[src/rtl/sks_pkg.sv]
// shared types, constants and controller codes of the string key selection sort
`default_nettype none

package sks_pkg;

    localparam int SKS_MAX_KEYS  = 16;
    localparam int SKS_KEY_BYTES = 8;
    localparam int SKS_FIELD_W   = 64;

    typedef logic [SKS_FIELD_W-1:0] t_sks_field;

    typedef struct packed {
        t_sks_field key;
        logic       last_item;
    } t_sks_in;

    typedef struct packed {
        t_sks_field sorted_key;
        logic       last_out;
        logic       overflow;
    } t_sks_out;

    typedef enum logic [2:0] {
        S_IDLE,
        S_SCAN,
        S_DRAIN,
        S_SWAP_FAR,
        S_SWAP_NEAR
    } t_sks_state;

    // controller to datapath
    typedef struct packed {
        logic load;
        logic start_sort;
        logic rd_en;
        logic swap_far;
        logic swap_near;
        logic finish;
    } t_sks_cmd;

    // datapath to controller
    typedef struct packed {
        logic scan_end;
        logic pos_end;
    } t_sks_status;

endpackage

`default_nettype wire

[src/rtl/string_key_selection_sort.sv]
// top level of the string key selection sort: controller plus datapath
//
// usage:
//   load a list of keys, one transaction per key: an item is taken at a rising
//   edge with start high and busy low. key carries the packed string (first
//   character in the top byte, zero padded); only the low KEY_BYTES bytes are
//   kept. last_item closes the list and starts the sort, busy then stays high
//   until the run is done. keys beyond MAX_KEYS are dropped and reported
//   through overflow on every result of that run.
//   results come out in ascending order, each for one cycle with
//   o_result_valid high; last_out marks the final key. the receiver cannot
//   stall, so results are not held.
// timing:
//   with n keys stored, the pass for position p reads the unsorted part of the
//   store from p on (one store read and one compare per cycle), then swaps
//   over the single write port, far half first and near half second; one
//   result appears at the end of each pass.
// reset: synchronous, clears the key count, the overflow flag and the control
//   state; the key store contents are left as they are.
`default_nettype none

module string_key_selection_sort
    import sks_pkg::*;
#(
    parameter int MAX_KEYS  = SKS_MAX_KEYS,
    parameter int KEY_BYTES = SKS_KEY_BYTES
) (
    input  wire      i_clk,
    input  wire      i_rst_n,
    input  wire      start,
    output logic     busy,
    input  t_sks_in  i_item,
    output logic     o_result_valid,
    output t_sks_out o_result
);

    t_sks_cmd    w_cmd;
    t_sks_status w_status;

    sks_ctrl u_ctrl (
        .i_clk       (i_clk),
        .i_rst_n     (i_rst_n),
        .i_start     (start),
        .i_last_item (i_item.last_item),
        .i_status    (w_status),
        .o_busy      (busy),
        .o_cmd       (w_cmd)
    );

    sks_datapath #(
        .MAX_KEYS  (MAX_KEYS),
        .KEY_BYTES (KEY_BYTES)
    ) u_datapath (
        .i_clk          (i_clk),
        .i_rst_n        (i_rst_n),
        .i_cmd          (w_cmd),
        .i_key          (i_item.key),
        .o_status       (w_status),
        .o_result_valid (o_result_valid),
        .o_result       (o_result)
    );

endmodule

`default_nettype wire

[src/rtl/sks_ctrl.sv]
// controller state machine of the string key selection sort
`default_nettype none

module sks_ctrl
    import sks_pkg::*;
(
    input  wire         i_clk,
    input  wire         i_rst_n,
    input  wire         i_start,
    input  wire         i_last_item,
    input  t_sks_status i_status,
    output logic        o_busy,
    output t_sks_cmd    o_cmd
);

    t_sks_state r_state;
    t_sks_state n_state;

    always_ff @(posedge i_clk) begin
        if (!i_rst_n) begin
            r_state <= S_IDLE;
        end else begin
            r_state <= n_state;
        end
    end

    always_comb begin
        n_state = r_state;
        case (r_state)
            S_IDLE: begin
                if (i_start && i_last_item) begin
                    n_state = S_SCAN;
                end
            end
            S_SCAN: begin
                if (i_status.scan_end) begin
                    n_state = S_DRAIN;
                end
            end
            S_DRAIN: begin
                n_state = S_SWAP_FAR;
            end
            S_SWAP_FAR: begin
                n_state = S_SWAP_NEAR;
            end
            S_SWAP_NEAR: begin
                n_state = i_status.pos_end ? S_IDLE : S_SCAN;
            end
            default: begin
                n_state = S_IDLE;
            end
        endcase
    end

    always_comb begin
        o_busy = 1'b1;
        o_cmd  = '0;
        case (r_state)
            S_IDLE: begin
                o_busy           = 1'b0;
                o_cmd.load       = i_start;
                o_cmd.start_sort = i_start && i_last_item;
            end
            S_SCAN: begin
                o_cmd.rd_en = 1'b1;
            end
            S_DRAIN: begin
                o_cmd = '0;
            end
            S_SWAP_FAR: begin
                o_cmd.swap_far = 1'b1;
            end
            S_SWAP_NEAR: begin
                o_cmd.swap_near = 1'b1;
                o_cmd.finish    = i_status.pos_end;
            end
            default: begin
                o_cmd = '0;
            end
        endcase
    end

endmodule

`default_nettype wire

[src/rtl/sks_datapath.sv]
// key store, scan counters, minimum tracking and result register of the sort
`default_nettype none

module sks_datapath
    import sks_pkg::*;
#(
    parameter int MAX_KEYS  = SKS_MAX_KEYS,
    parameter int KEY_BYTES = SKS_KEY_BYTES
) (
    input  wire         i_clk,
    input  wire         i_rst_n,
    input  t_sks_cmd    i_cmd,
    input  t_sks_field  i_key,
    output t_sks_status o_status,
    output logic        o_result_valid,
    output t_sks_out    o_result
);

    localparam int KEY_W = KEY_BYTES * 8;
    localparam int IDX_W = (MAX_KEYS > 1) ? $clog2(MAX_KEYS) : 1;
    localparam int CNT_W = $clog2(MAX_KEYS + 1);

    logic [KEY_W-1:0] r_mem [MAX_KEYS];

    logic [CNT_W-1:0] r_count;
    logic             r_dropped;
    logic [IDX_W-1:0] r_pos;
    logic [IDX_W-1:0] r_scan;
    logic             r_rd_valid;
    logic [IDX_W-1:0] r_rd_idx;
    logic [KEY_W-1:0] r_rd_data;
    logic [KEY_W-1:0] r_best_key;
    logic [IDX_W-1:0] r_best_idx;
    logic [KEY_W-1:0] r_pos_key;
    logic             r_out_valid;
    t_sks_out         r_out;

    logic             w_full;
    logic [CNT_W-1:0] w_count_m1;
    logic [IDX_W-1:0] w_last_idx;
    logic             w_wr_en;
    logic [IDX_W-1:0] w_wr_addr;
    logic [KEY_W-1:0] w_wr_data;
    logic             w_take;

    assign w_full     = (r_count == CNT_W'(MAX_KEYS));
    assign w_count_m1 = r_count - 1'b1;
    assign w_last_idx = w_count_m1[IDX_W-1:0];

    assign o_status.scan_end = (r_scan == w_last_idx);
    assign o_status.pos_end  = (r_pos == w_last_idx);

    // single write port shared by loading and the two halves of a swap
    always_comb begin
        w_wr_en   = 1'b0;
        w_wr_addr = r_count[IDX_W-1:0];
        w_wr_data = i_key[KEY_W-1:0];
        if (i_cmd.load && !w_full) begin
            w_wr_en = 1'b1;
        end else if (i_cmd.swap_far) begin
            w_wr_en   = 1'b1;
            w_wr_addr = r_best_idx;
            w_wr_data = r_pos_key;
        end else if (i_cmd.swap_near) begin
            w_wr_en   = 1'b1;
            w_wr_addr = r_pos;
            w_wr_data = r_best_key;
        end
    end

    always_ff @(posedge i_clk) begin
        if (w_wr_en) begin
            r_mem[w_wr_addr] <= w_wr_data;
        end
    end

    always_ff @(posedge i_clk) begin
        r_rd_data <= r_mem[r_scan];
        r_rd_idx  <= r_scan;
    end

    // first key of a pass seeds the minimum, strict compare keeps the earliest
    assign w_take = r_rd_valid && ((r_rd_idx == r_pos) || (r_rd_data < r_best_key));

    always_ff @(posedge i_clk) begin
        if (w_take) begin
            r_best_key <= r_rd_data;
            r_best_idx <= r_rd_idx;
        end
        if (r_rd_valid && (r_rd_idx == r_pos)) begin
            r_pos_key <= r_rd_data;
        end
    end

    always_ff @(posedge i_clk) begin
        if (!i_rst_n) begin
            r_count    <= '0;
            r_dropped  <= 1'b0;
            r_pos      <= '0;
            r_scan     <= '0;
            r_rd_valid <= 1'b0;
        end else begin
            r_rd_valid <= i_cmd.rd_en;
            if (i_cmd.load) begin
                if (w_full) begin
                    r_dropped <= 1'b1;
                end else begin
                    r_count <= r_count + 1'b1;
                end
            end
            if (i_cmd.start_sort) begin
                r_pos  <= '0;
                r_scan <= '0;
            end else if (i_cmd.rd_en) begin
                r_scan <= r_scan + 1'b1;
            end else if (i_cmd.swap_near) begin
                r_pos  <= r_pos + 1'b1;
                r_scan <= r_pos + 1'b1;
            end
            if (i_cmd.finish) begin
                r_count   <= '0;
                r_dropped <= 1'b0;
            end
        end
    end

    always_ff @(posedge i_clk) begin
        if (!i_rst_n) begin
            r_out_valid <= 1'b0;
        end else begin
            r_out_valid <= i_cmd.swap_far;
        end
    end

    always_ff @(posedge i_clk) begin
        if (i_cmd.swap_far) begin
            r_out.sorted_key <= t_sks_field'(r_best_key);
            r_out.last_out   <= o_status.pos_end;
            r_out.overflow   <= r_dropped;
        end
    end

    assign o_result_valid = r_out_valid;
    assign o_result       = r_out;

`ifndef ASSERT_OFF
    a_count_bound: assert property (@(posedge i_clk) disable iff (!i_rst_n)
        r_count <= CNT_W'(MAX_KEYS))
        else $error("key count beyond capacity");

    a_scan_window: assert property (@(posedge i_clk) disable iff (!i_rst_n)
        i_cmd.rd_en |-> (r_scan >= r_pos) && (CNT_W'(r_scan) < r_count))
        else $error("scan read outside the unsorted part of the store");

    a_strobe_gap: assert property (@(posedge i_clk) disable iff (!i_rst_n)
        r_out_valid |=> !r_out_valid)
        else $error("result strobes in consecutive cycles");

    a_run_clears: assert property (@(posedge i_clk) disable iff (!i_rst_n)
        (r_out_valid && r_out.last_out) |=> (r_count == '0) && !r_dropped)
        else $error("store not cleared after the final result");
`endif

endmodule

`default_nettype wire
[config.mk]
export PLATFORM = sky130hd
export DESIGN_NAME = string_key_selection_sort
export DESIGN_NICKNAME = d
export VERILOG_FILES = /design/src/rtl/sks_pkg.sv /design/src/rtl/string_key_selection_sort.sv /design/src/rtl/sks_ctrl.sv /design/src/rtl/sks_datapath.sv
export SDC_FILE = /design/constraint.sdc
export NUM_CORES = 1
export LEC_CHECK = 0
export ABC_AREA = 0
export BUFFER_PORTS_ARGS = -buffer_cell sky130_fd_sc_hd__clkbuf_2
export CAP_MARGIN = 10
export CORE_UTILIZATION = 50
export DETAILED_ROUTE_END_ITERATION = 6
export PLACE_DENSITY = 0.66
export SETUP_SLACK_MARGIN = 0.1
export SYNTH_ARGS = -nofsm -noshare
export SYNTH_HDL_FRONTEND = slang
export SYNTH_SLANG_ARGS = --single-unit
[constraint.sdc]
create_clock -name i_clk -period 9.65 [get_ports i_clk]
set_input_delay 0 -clock i_clk [delete_from_list [all_inputs] [get_ports i_clk]]
set_output_delay 0 -clock i_clk [all_outputs]
set_load 0.02 [all_outputs]
==> results of run 1 <==
[tightest hold or removal path: stages]
cell	delay (ps)
dlygate4sd3_1	520
clkbuf_2	120
inv_1	100
nor2_1	110
[path summary, 6_finish.rpt]
| path | depth (start not counted) | start | to |
|---|---|---|---|
| worst max register to register | 9 | u_ctrl.r_state[1] | u_datapath.r_mem[15][24] |
| worst max-delay path | 9 | u_ctrl.r_state[1] | u_datapath.r_mem[15][24] |
| worst min register to register | 0 | u_datapath.r_dropped | u_datapath.o_result[0] |
| worst min-delay path | 4 | i_rst_n | u_ctrl.r_state[2] |
[layout make-up]
type | count | area (µm²) | area share
Sequential cell | 1309 | 38500 | 0.676
Multi-Input combinational cell | 820 | 10500 | 0.184
Inverter | 70 | 265 | 0.00466
Clock inverter | 75 | 792 | 0.0139
Tap cell | 1287 | 1610 | 0.0283
Timing Repair Buffer | 243 | 1690 | 0.0297
Clock buffer | 171 | 3650 | 0.0641
[power groups by stage]
stage | registers [mW] | logic (mW) | clock network (mW)
2_1_floorplan | 6.88 | 0.896 | 0
3_3_place_gp | 6.92 | 1.27 | 0
3_5_place_dp | 6.95 | 1.30 | 0
4_1_cts | 6.83 | 1.32 | 5.24
6_report | 6.83 | 1.30 | 5.15
5_1_grt | 6.85 | 1.42 | 5.44
[sequential cells by signal, indices dropped and copies added (netlist names), 3 cells and up]
signal,count
u_ctrl.r_state,3
u_datapath.r_rd_data,64
u_datapath.r_mem,1024
u_datapath.r_count,5
u_datapath.r_scan,4
u_datapath.r_best_key,64
u_datapath.r_best_idx,4
u_datapath.o_result,66
u_datapath.r_rd_idx,4
u_datapath.r_pos_key,64
u_datapath.r_pos,4
[placed cells by master, fill, tap and decap left out, types with 5 or more instances in the layout]
master,netlist,routed
nor2_1,165,149
clkinv_2,0,27
nor2b_1,6,6
edfxtp_1,1222,1222
nand4_1,10,10
nand2b_1,7,6
clkbuf_16,0,137
buf_4,1,36
bufinv_16,0,11
o22ai_1,64,64
nor3_1,6,5
clkinv_1,0,16
mux4_2,320,320
dfxtp_1,87,83
xor2_1,13,13
o21ai_0,20,20
xnor2_1,8,8
a21oi_1,37,37
clkinv_8,0,7
nand2_1,38,36
clkbuf_2,0,135
ha_1,68,68
nand3_1,7,7
nor2_4,0,16
clkbuf_1,46,25
inv_1,69,69
inv_6,0,5
clkbuf_8,0,10
dlygate4sd3_1,0,68
[metal layers]
metal | share of wire | track usage | vias up
met3 | 0.060 | 0.0344 | 144
met4 | 0.019 | 0.0602 | 0
met5 | 0 | 0 | -
li1 | - | - | 10000
met2 | 0.49 | 0.357 | 841
met1 | 0.43 | 0.322 | 12600
[cells by family after synthesis]
logic type	count (synthesis)	share of synthesized area
flops	1309	0.775
xor+xnor	21	0.00371
fa+ha+maj	68	0.0172
mux	321	0.146
buf+inv	177	0.0173
compound gates	149	0.0184
simple gates	261	0.0229
[timing repair]
action	CTS	global route
endpoints found under the setup margin	0	0
hold endpoints to repair	1032	0
hold buffers	68	0
[per-stage QoR]
step                       util  hold WS (ps)  std cells  area, µm²
final                     0.579           175       3975      56900
after global routing      0.579           193       3975      56900
after CTS                 0.579           128       3973      56900
after detailed placement  0.527           304       3659      51800
after global placement    0.527           309       3659      51800
after floorplan               -           149       2306      49600
==> impl_results.md, run 1 <==
* Outcome: finished clean
* Layout cells sized above 1 at 0.271
* Largest area contributor in the synthesized netlist: edfxtp_1
* Critical path's largest stage delay at 810 ps
* Setup Viol. Count Final at 0
* Worst-path cell chain: and2_1, nand2b_4, buf_4, nand2_4, buf_4, o221a_2, nand2_1, nor2_4, buf_4
* Logic pwr share at 0.098
* # diodes at 0
* DRT Wirelength at 109000 µm
* Post-CTS setup buffers at 0
* Sequential area share after synthesis at 0.775
* Mapped Cells at 2306
* Crit Path Class: flop to flop
* Top delay family on crit path: buffers and inverters
* Drt pass-1 iters at 5
* Placeable Area at 98300 µm²
* Commonest cells post-synth: edfxtp_1 (1222), mux4_2 (320), nor2_1 (165)
* Sink Count at 1309
* CTS tree: done
* Ys flop type: edfxtp_1
* # IOs at 136
* Slowest cell on the critical path: buf_4
* Clk buf depth at 3
* CTS resizes at 0
* Setup TNS at 0 ps
* Port bufs at 135
* FFs w/ async S/R, synth at 0
* Wire per inst at 27.4 µm
* Int Pwr at 10.2 mW
* Period Utilization, post-route at 0.549
* DIE AREA at 100000 µm²
* Crit. End Element: flop
* Root Driver: clkbuf_16
* Post-layout min period at 5300 ps
* Post-synth EDFFs at 1222
* Reg2Reg Setup Slack at 4350 ps
* Chip height at 317 µm
* DRC at 0
* Power Total at 13.3 mW
* Filler Cells Inserted at 7014
* Worst endpoint required time at 9990 ps
* Std-Cell Rows at 115
* Most frequent CP cell: buf_4
* Synth top area share at 0.740
* Worst setup SP type: flop
* Setup ws final at 4350 ps
* H-tree depth at 4
* Vias at 23600
* Largest net degree at the start of global routing at 167
* Gr ovfl total at 0
* Nets@finish at 2716
* Post-DRT Antenna Nets at 0
* Area grow syn2layout at 14.8%
* Flop pwr share at 0.514
* Register bit total from synthesis at 1309
* Final hold viol count at 0
* Reg clk slew, reported paths at 50 ps
* Syn_nets at 2442
* Power per cell area at 233 nW/µm²
* Fin. max-slew vios at 0
* Max cap viols at 0
* Count leader, synth: edfxtp_1
* Starting Density at 0.505
* Place WS at 4330 ps
* Routability cong. at 0.762
* First-pass GRT wire length at 161000 µm
* Number of global-route vias before repair at 24300
* Worst skew pair latency at 740 ps
* Width of the chip at 317 µm
* DP Wirelength at 59400 µm
* Peak supply drop at 0.000171 V
* Overall routing resource usage at 0.223
* Setup Skew at 32.9 ps
* Clock share of power at 0.388
* Switching part of the total at 0.233
* Syn Area/Cell at 21.5 µm²
* Synth Cell Area at 49600 µm²
* Post-synth cell types at 51
* Worst path buffer plus inverter count at 3
* Arr. time, crit path at 5640 ps
* Switching power total at 3.10 mW
* Initial antenna violation count at 1
* CTS buffer count at 136
* Crit-path max FO at 65
* DR iter-0 viols at 2582
* Vias per Instance at 5.95
* Leakage at 18.4 nW
* F_max at 189 MHz
* Slew @ Worst Pin at 1290 ps
* Unrepaired setup endpoints after global routing: false
* Synth area leaders: edfxtp_1 (74%), mux4_2 (15%), dfxtp_1 (3.5%), ha_1 (1.7%), nor2_1 (1.2%)
* Synth warn at 0
* Worst Hold Class: input pin to flop
* Relative slew slack at 0.140
No activity file was read; power rests on OpenSTA's default activity.
==> run 2, diff against run 1 <==
ABC_AREA = 1   (was 0)
clock period = 5.4 ns   (was 9.65 ns; I/O delays follow)
==> run 2 against run 1 <==
  * Area after synthesis grew 2.9%
  * Via count grew 26%
  * Global-route usage grew 0.93 points
  * Highest routed layer is now met5
==> impl_results.md, run 2 <==
* Setup Viol. Count Final at 0 (unchanged)
* Post-DRT Antenna Nets at 0 (unchanged)
* First-pass GRT wire length at 179000 µm (was 161000 µm)
* CTS resizes at 0 (unchanged)
* Min Hold Slack at 43.8 ps (was 175 ps)
* Post-synth cell types at 42 (was 51)
* Area of the multi-input gates at 11200 µm² (was 10500 µm²)
* Synth area leaders: edfxtp_1 (72%), nor2_1 (4.4%), mux2i_1 (3.5%), dfxtp_1 (3.4%), o221ai_1 (3.0%) (was edfxtp_1 (74%), mux4_2 (15%), dfxtp_1 (3.5%), ha_1 (1.7%), nor2_1 (1.2%))
* F_max at 260 MHz (was 189 MHz)
* Relative slew slack at 0.123 (was 0.140)
* Filler Cells Inserted at 7712 (was 7014)
* Unrepaired setup endpoints after global routing: false (unchanged)
* Mapped Cells at 3468 (was 2306)
* Clk buf depth at 3 (unchanged)
* Setup ws final at 1550 ps (was 4350 ps)
* Slowest cell on the critical path: nor2_4 (was buf_4)
* Final hold viol count at 0 (unchanged)
* Area grow syn2layout at 13.2% (was 14.8%)
* Flop pwr share at 0.525 (was 0.514)
* Nets@finish at 3775 (was 2716)
* Critical path's largest stage delay at 700 ps (was 810 ps)
* Worst-path cell chain: nand3_4, inv_4, nand2_1, o21ai_0, a21oi_1, inv_1, nand3_1, nor2_4, buf_4 (was and2_1, nand2b_4, buf_4, nand2_4, buf_4, o221a_2, nand2_1, nor2_4, buf_4)
* Root Driver: clkbuf_16 (unchanged)
* Sequential area share after synthesis at 0.753 (was 0.775)
* Drt pass-1 iters at 5 (unchanged)
* H-tree depth at 4 (unchanged)
* Wire per inst at 23.5 µm (was 27.4 µm)
* Synth warn at 0 (unchanged)
* Syn Area/Cell at 14.7 µm² (was 21.5 µm²)
* Sink Count at 1309 (unchanged)
* Worst setup SP type: flop (unchanged)
* Post-synth EDFFs at 1222 (unchanged)
* Post-CTS Hold Buffers at 67 (was 68)
* Port bufs at 135 (unchanged)
* Worst Hold Class: input pin to flop (unchanged)
* Width of the chip at 321 µm (was 317 µm)
* Most common cell after layout, fill and taps aside: edfxtp_1 (unchanged)
* Logic pwr share at 0.091 (was 0.098)
* Reg with most FFs: u_datapath.r_mem (unchanged)
* Register area at 38500 µm² (unchanged)
* Dpl cells at 4795 (was 3659)
* Worst path buffer plus inverter count at 3 (unchanged)
* Vias per Instance at 5.83 (was 5.95)
* Most frequent cells in the layout: edfxtp_1 (1222), nor2_1 (581), o21ai_0 (264), mux2i_1 (177), o221ai_1 (172) (was edfxtp_1 (1222), mux4_2 (320), nor2_1 (149), clkbuf_16 (137), clkbuf_2 (135))
* Number of global-route vias before repair at 28900 (was 24300)
* Ys flop type: edfxtp_1 (unchanged)
* Post-CTS setup buffers at 0 (unchanged)
* Leakage at 18.9 nW (was 18.4 nW)
* Reg clk slew, reported paths at 60 ps (was 50 ps)
* Std-Cell Rows at 116 (was 115)
* Setup Skew at 24.1 ps (was 32.9 ps)
* Crit Path Class: flop to flop (unchanged)
* Chip height at 321 µm (was 317 µm)
* Overall routing resource usage at 0.232 (was 0.223)
* Register bit total from synthesis at 1309 (unchanged)
* DR iter-0 viols at 3326 (was 2582)
* Routability cong. at 0.763 (was 0.762)
* Peak supply drop at 0.000270 V (was 0.000171 V)
* Max cap viols at 0 (unchanged)
* # diodes at 0 (unchanged)
* DP Wirelength at 60900 µm (was 59400 µm)
* Crit-path max FO at 36 (was 65)
* Int Pwr at 17.4 mW (was 10.2 mW)
* Outcome: finished clean (unchanged)
* Syn_nets at 3604 (was 2442)
* Worst skew pair latency at 740 ps (about the same)
* Gr ovfl total at 0 (unchanged)
* Commonest cells post-synth: edfxtp_1 (1222), nor2_1 (597), o21ai_0 (264) (was edfxtp_1 (1222), mux4_2 (320), nor2_1 (165))
* Arr. time, crit path at 4220 ps (was 5640 ps)
* Clock share of power at 0.383 (was 0.388)
* Post-layout instance area at 57800 µm² (was 56900 µm²)
* Post-layout min period at 3850 ps (was 5300 ps)
* CTS tree: done (unchanged)
* Final std cells w/o fill at 5103 (was 3975)
* FFs w/ async S/R, synth at 0 (unchanged)
* Largest register FFs at 1024 (unchanged)
* Count leader, synth: edfxtp_1 (unchanged)
* Synth top area share at 0.719 (was 0.740)
* Switching power total at 5.48 mW (was 3.10 mW)
* Switching part of the total at 0.240 (was 0.233)
* Top delay family on crit path: simple AND/OR/NAND/NOR gates (was buffers and inverters)
* Crit. End Element: flop (unchanged)
* Fin. max-slew vios at 0 (unchanged)
* DRC at 0 (unchanged)
* Initial antenna violation count at 1 (unchanged)
* Power per cell area at 396 nW/µm² (was 233 nW/µm²)
* DRT Wirelength at 120000 µm (was 109000 µm)
* CTS buffer count at 132 (was 136)
* Setup TNS at 0 ps (unchanged)
* Cell Area, Placed at 53000 µm² (was 51800 µm²)
* Vias at 29800 (was 23600)
* DIE AREA at 103000 µm² (was 100000 µm²)
* Slew @ Worst Pin at 1310 ps (was 1290 ps)
* Placeable Area at 101000 µm² (was 98300 µm²)
* Synth Cell Area at 51000 µm² (was 49600 µm²)
* Place WS at 1510 ps (was 4330 ps)
* Largest net degree at the start of global routing at 178 (was 167)
* Worst endpoint required time at 5770 ps (was 9990 ps)
* Layout cells sized above 1 at 0.112 (was 0.271)
* Largest area contributor in the synthesized netlist: edfxtp_1 (unchanged)
* Period Utilization, post-route at 0.713 (was 0.549)
* Starting Density at 0.507 (was 0.505)
* # IOs at 136 (unchanged)
[run 2: cell count changes in the layout (fill, tap and decap cells not counted), moves of 115 or more]
cell / change
mux4_2: -320
o221ai_1: +171
nor2_1: +432
mux2i_1: +176
nand2_1: +115
o21ai_0: +244
[run 2: through the flow]
stage | power [mW] | util
5_1_grt | 23.7 | 0.575
3_5_place_dp | 14.3 | 0.527
4_1_cts | 23.0 | 0.575
6_report | 22.9 | 0.575
3_3_place_gp | 14.2 | 0.527
2_1_floorplan | 13.5 | -
[run 2: layout make-up]
cell class                      count  area share
Sequential cell                  1309       0.665
Inverter                          105     0.00715
Clock inverter                     66     0.00998
Multi-Input combinational cell   1838       0.193
Clock buffer                      175      0.0617
Tap cell                         1357      0.0294
Timing Repair Buffer              253      0.0330
[run 2: logic make-up after synthesis]
group	Yosys count	share of synthesized area
DFF	1309	0.753
adders and majority gates	68	0.0167
and+or+nand+nor	866	0.0671
buffers and inverters	321	0.0308
xor gates and xnor gates	13	0.00223
muxes	177	0.0347
AOI/OAI and AO/OA	714	0.0952
[run 2: worst min-delay path: stages]
cell and delay (ps):
clkbuf_2 80, nor2_1 170, nor2_1 270
[run 2: power by group through the flow]
| stage | registers [mW] | logic, mW | clock network (mW) |
|---|---|---|---|
| floorplan | 12.1 | 1.43 | 0 |
| global placement | 12.2 | 2.03 | 0 |
| detailed placement | 12.2 | 2.05 | 0 |
| CTS | 12.0 | 2.10 | 8.91 |
| global route | 12.1 | 2.32 | 9.31 |
| finish | 12.0 | 2.09 | 8.76 |
[run 2: path summary, 6_finish.rpt]
check                         startpoint                        to  slack (ps)  cells past startpoint
setup / recovery       u_ctrl.r_state[1]  u_datapath.r_mem[15][20]        1550                      9
hold / removal                i_item[29]   u_datapath.r_mem[8][28]          40                      3
setup reg to reg       u_ctrl.r_state[1]  u_datapath.r_mem[15][20]        1550                      9
hold reg to reg   u_datapath.r_rd_idx[2]  u_datapath.r_best_idx[2]         460                      0
[run 2: metal layers]
layer / GRT usage / share of wire / vias to the layer above
li1: - / - / 13600
met1: 0.336 / 0.45 / 15000
met2: 0.362 / 0.46 / 1051
met3: 0.0387 / 0.065 / 193
met4: 0.0691 / 0.021 / 2
met5: 0 / 0.00011 / -
==> run 3, diff against run 2 <==
clock period = 3.7 ns   (was 5.4 ns; I/O delays follow)
==> run 3 against run 2 <==
  * Routed wire length rose by 4.5%
  * Highest routed layer is now met4
  * Clock skew increased by 5.6 ps
  * Die area unchanged
  * Power grew 48%
  * Largest cell class unchanged
  * Final cell count grew 1.3%
==> impl_results.md, run 3 (same netlist as run 2, synthesis figures left out) <==
* CTS buffer count at 133 (was 132)
* Nets@finish at 3838 (was 3775)
* Root Driver: clkbuf_16 (unchanged)
* First-pass GRT wire length at 187000 µm (was 179000 µm)
* Reg-to-reg startpoint: u_datapath.r_best_key[63] (was u_ctrl.r_state[1])
* Reg clk slew, reported paths at 60 ps (about the same)
* Setup ws final at 501 ps (was 1550 ps)
* F_max at 313 MHz (was 260 MHz)
* H-tree depth at 4 (unchanged)
* Sink Count at 1309 (unchanged)
* Setup Skew at 29.7 ps (was 24.1 ps)
* Wire per inst at 24.2 µm (was 23.5 µm)
* Routability cong. at 0.787 (was 0.763)
* Post-layout instance area at 58800 µm² (was 57800 µm²)
* Port bufs at 135 (unchanged)
* Max cap viols at 0 (unchanged)
* Cell Area, Placed at 53800 µm² (was 53000 µm²)
* Largest register FFs at 1024 (unchanged)
* Power per cell area at 577 nW/µm² (was 396 nW/µm²)
* Chip height at 321 µm (unchanged)
* Overall routing resource usage at 0.243 (was 0.232)
* Worst path buffer plus inverter count at 3 (unchanged)
* Period Utilization, post-route at 0.865 (was 0.713)
* Reg with most FFs: u_datapath.r_mem (unchanged)
* Setup Viol. Count Final at 0 (unchanged)
* CTS tree: done (unchanged)
* Worst skew pair latency at 740 ps (about the same)
* Placeable Area at 101000 µm² (unchanged)
* Post-DRT Antenna Nets at 0 (unchanged)
* Worst-path cell chain: inv_1, ha_1, nand2_1, inv_1, nand3_1, or2_2, nor2_1, nand3_1, nor2_1, nand2_1, nand2_1, nand2_4, buf_12 (was nand3_4, inv_4, nand2_1, o21ai_0, a21oi_1, inv_1, nand3_1, nor2_4, buf_4)
* Worst setup SP type: flop (unchanged)
* Gr ovfl total at 0 (unchanged)
* Arr. time, crit path at 3650 ps (was 4220 ps)
* Relative slew slack at 0.202 (was 0.123)
* Initial antenna violation count at 0 (was 1)
* DRC at 0 (unchanged)
* Drt pass-1 iters at 6 (was 5)
* Top delay family on crit path: simple AND/OR/NAND/NOR gates (unchanged)
* Place WS at 523 ps (was 1510 ps)
* DP Wirelength at 66300 µm (was 60900 µm)
* Slowest cell on the critical path: edfxtp_1 (was nor2_4)
* Critical path's largest stage delay at 420 ps (was 700 ps)
* Number of global-route vias before repair at 29600 (was 28900)
* Fin. max-slew vios at 0 (unchanged)
* Vias at 30400 (was 29800)
* Crit Path Class: flop to flop (unchanged)
* DR iter-0 viols at 3644 (was 3326)
* Outcome: finished clean (unchanged)
* Vias per Instance at 5.89 (was 5.83)
* Unrepaired setup endpoints after global routing: false (unchanged)
* Largest net degree at the start of global routing at 161 (was 178)
* # diodes at 0 (unchanged)
* Most common cell after layout, fill and taps aside: edfxtp_1 (unchanged)
* DIE AREA at 103000 µm² (unchanged)
* Most frequent CP cell: nand2_1
* Clk buf depth at 3 (unchanged)
* Starting Density at 0.507 (unchanged)
* Crit path launch: u_datapath.r_best_key[63] (was u_ctrl.r_state[1])
* CTS resizes at 0 (unchanged)
* Final hold viol count at 0 (unchanged)
* Layout cells sized above 1 at 0.128 (was 0.112)
* Hold Crit Start: i_item[31] (was i_item[29])
* Crit. End Element: flop (unchanged)
* Post-layout min period at 3200 ps (was 3850 ps)
* Leakage at 19.4 nW (was 18.9 nW)
* Area grow syn2layout at 15.2% (was 13.2%)
* Worst endpoint required time at 4160 ps (was 5770 ps)
* # IOs at 136 (unchanged)
* Most frequent cells in the layout: edfxtp_1 (1222), nor2_1 (581), o21ai_0 (264), mux2i_1 (177), o221ai_1 (172) (unchanged)
* Std-Cell Rows at 116 (unchanged)
* Slew @ Worst Pin at 1190 ps (was 1310 ps)
* Crit-path max FO at 28 (was 36)
* DRT Wirelength at 125000 µm (was 120000 µm)
* Peak supply drop at 0.000531 V (was 0.000270 V)
* Width of the chip at 321 µm (unchanged)
* Worst Hold Class: input pin to flop (unchanged)
* Core Util, Final at 0.584 (was 0.575)
run 3: changes by cell type in the layout (fill, tap and decap cells not counted):
cell	change
buf_4	+34
buf_12	+28
clkbuf_8	+6
clkinvlp_4	-4
clkbuf_16	+3
bufinv_16	+2
clkinv_8	+2
inv_6	-2
clkbuf_1	-1
clkinv_1	-1
clkinv_4	-1
dlygate4sd3_1	-1
inv_16	-1
run 3: final timing paths:
path,end,slack (ps),cells after the start
worst max-delay path,u_datapath.r_best_key[9],500,13
worst min-delay path,u_datapath.r_mem[6][30],40,3
worst max register to register,u_datapath.r_best_key[9],500,13
worst min register to register,u_datapath.o_result[0],450,0
run 3: what timing repair did:
action                                 in CTS  in global routing
hold buffers                               66                  0
buffers inserted                            0                  0
endpoints found under the hold margin     969                  0
run 3: area by class of cell:
type,instances,area (µm²)
Fill cell,7729,41800
Multi-Input combinational cell,1838,11200
Tap cell,1357,1700
Clock inverter,61,589
Inverter,105,413
Clock buffer,182,3710
Sequential cell,1309,38500
Timing Repair Buffer,315,2720
run 3: worst min-delay path, stage by stage:
cell,delay (ps)
clkbuf_2,80
nor2_1,160
nor2_1,260
run 3: per-layer routing:
layer	wire, µm	vias to the layer above	track usage
li1	-	13700	-
met1	54300	15200	0.350
met2	58400	1297	0.381
met3	9490	196	0.0409
met4	2920	0	0.0733
met5	0	-	0
run 3: where the power goes:
| part | switching (mW) | total [mW] | internal (mW) |
|---|---|---|---|
| Combinational | 2.17 | 3.20 | 1.03 |
| Clock | 5.53 | 13.2 | 7.67 |
| Sequential | 0.389 | 17.5 | 17.1 |
| Total | 8.08 | 33.9 | 25.8 |
run 3: through the flow:
step	hold slack [ps]	power, mW	cells	setup TNS [ps]
finish	35.9	33.9	5167	0
global route	45.4	35.0	5167	0
CTS	7.84	34.1	5166	0
detailed placement	308	20.9	4857	0
global placement	306	20.9	4857	0
floorplan	127	19.8	3468	-326550
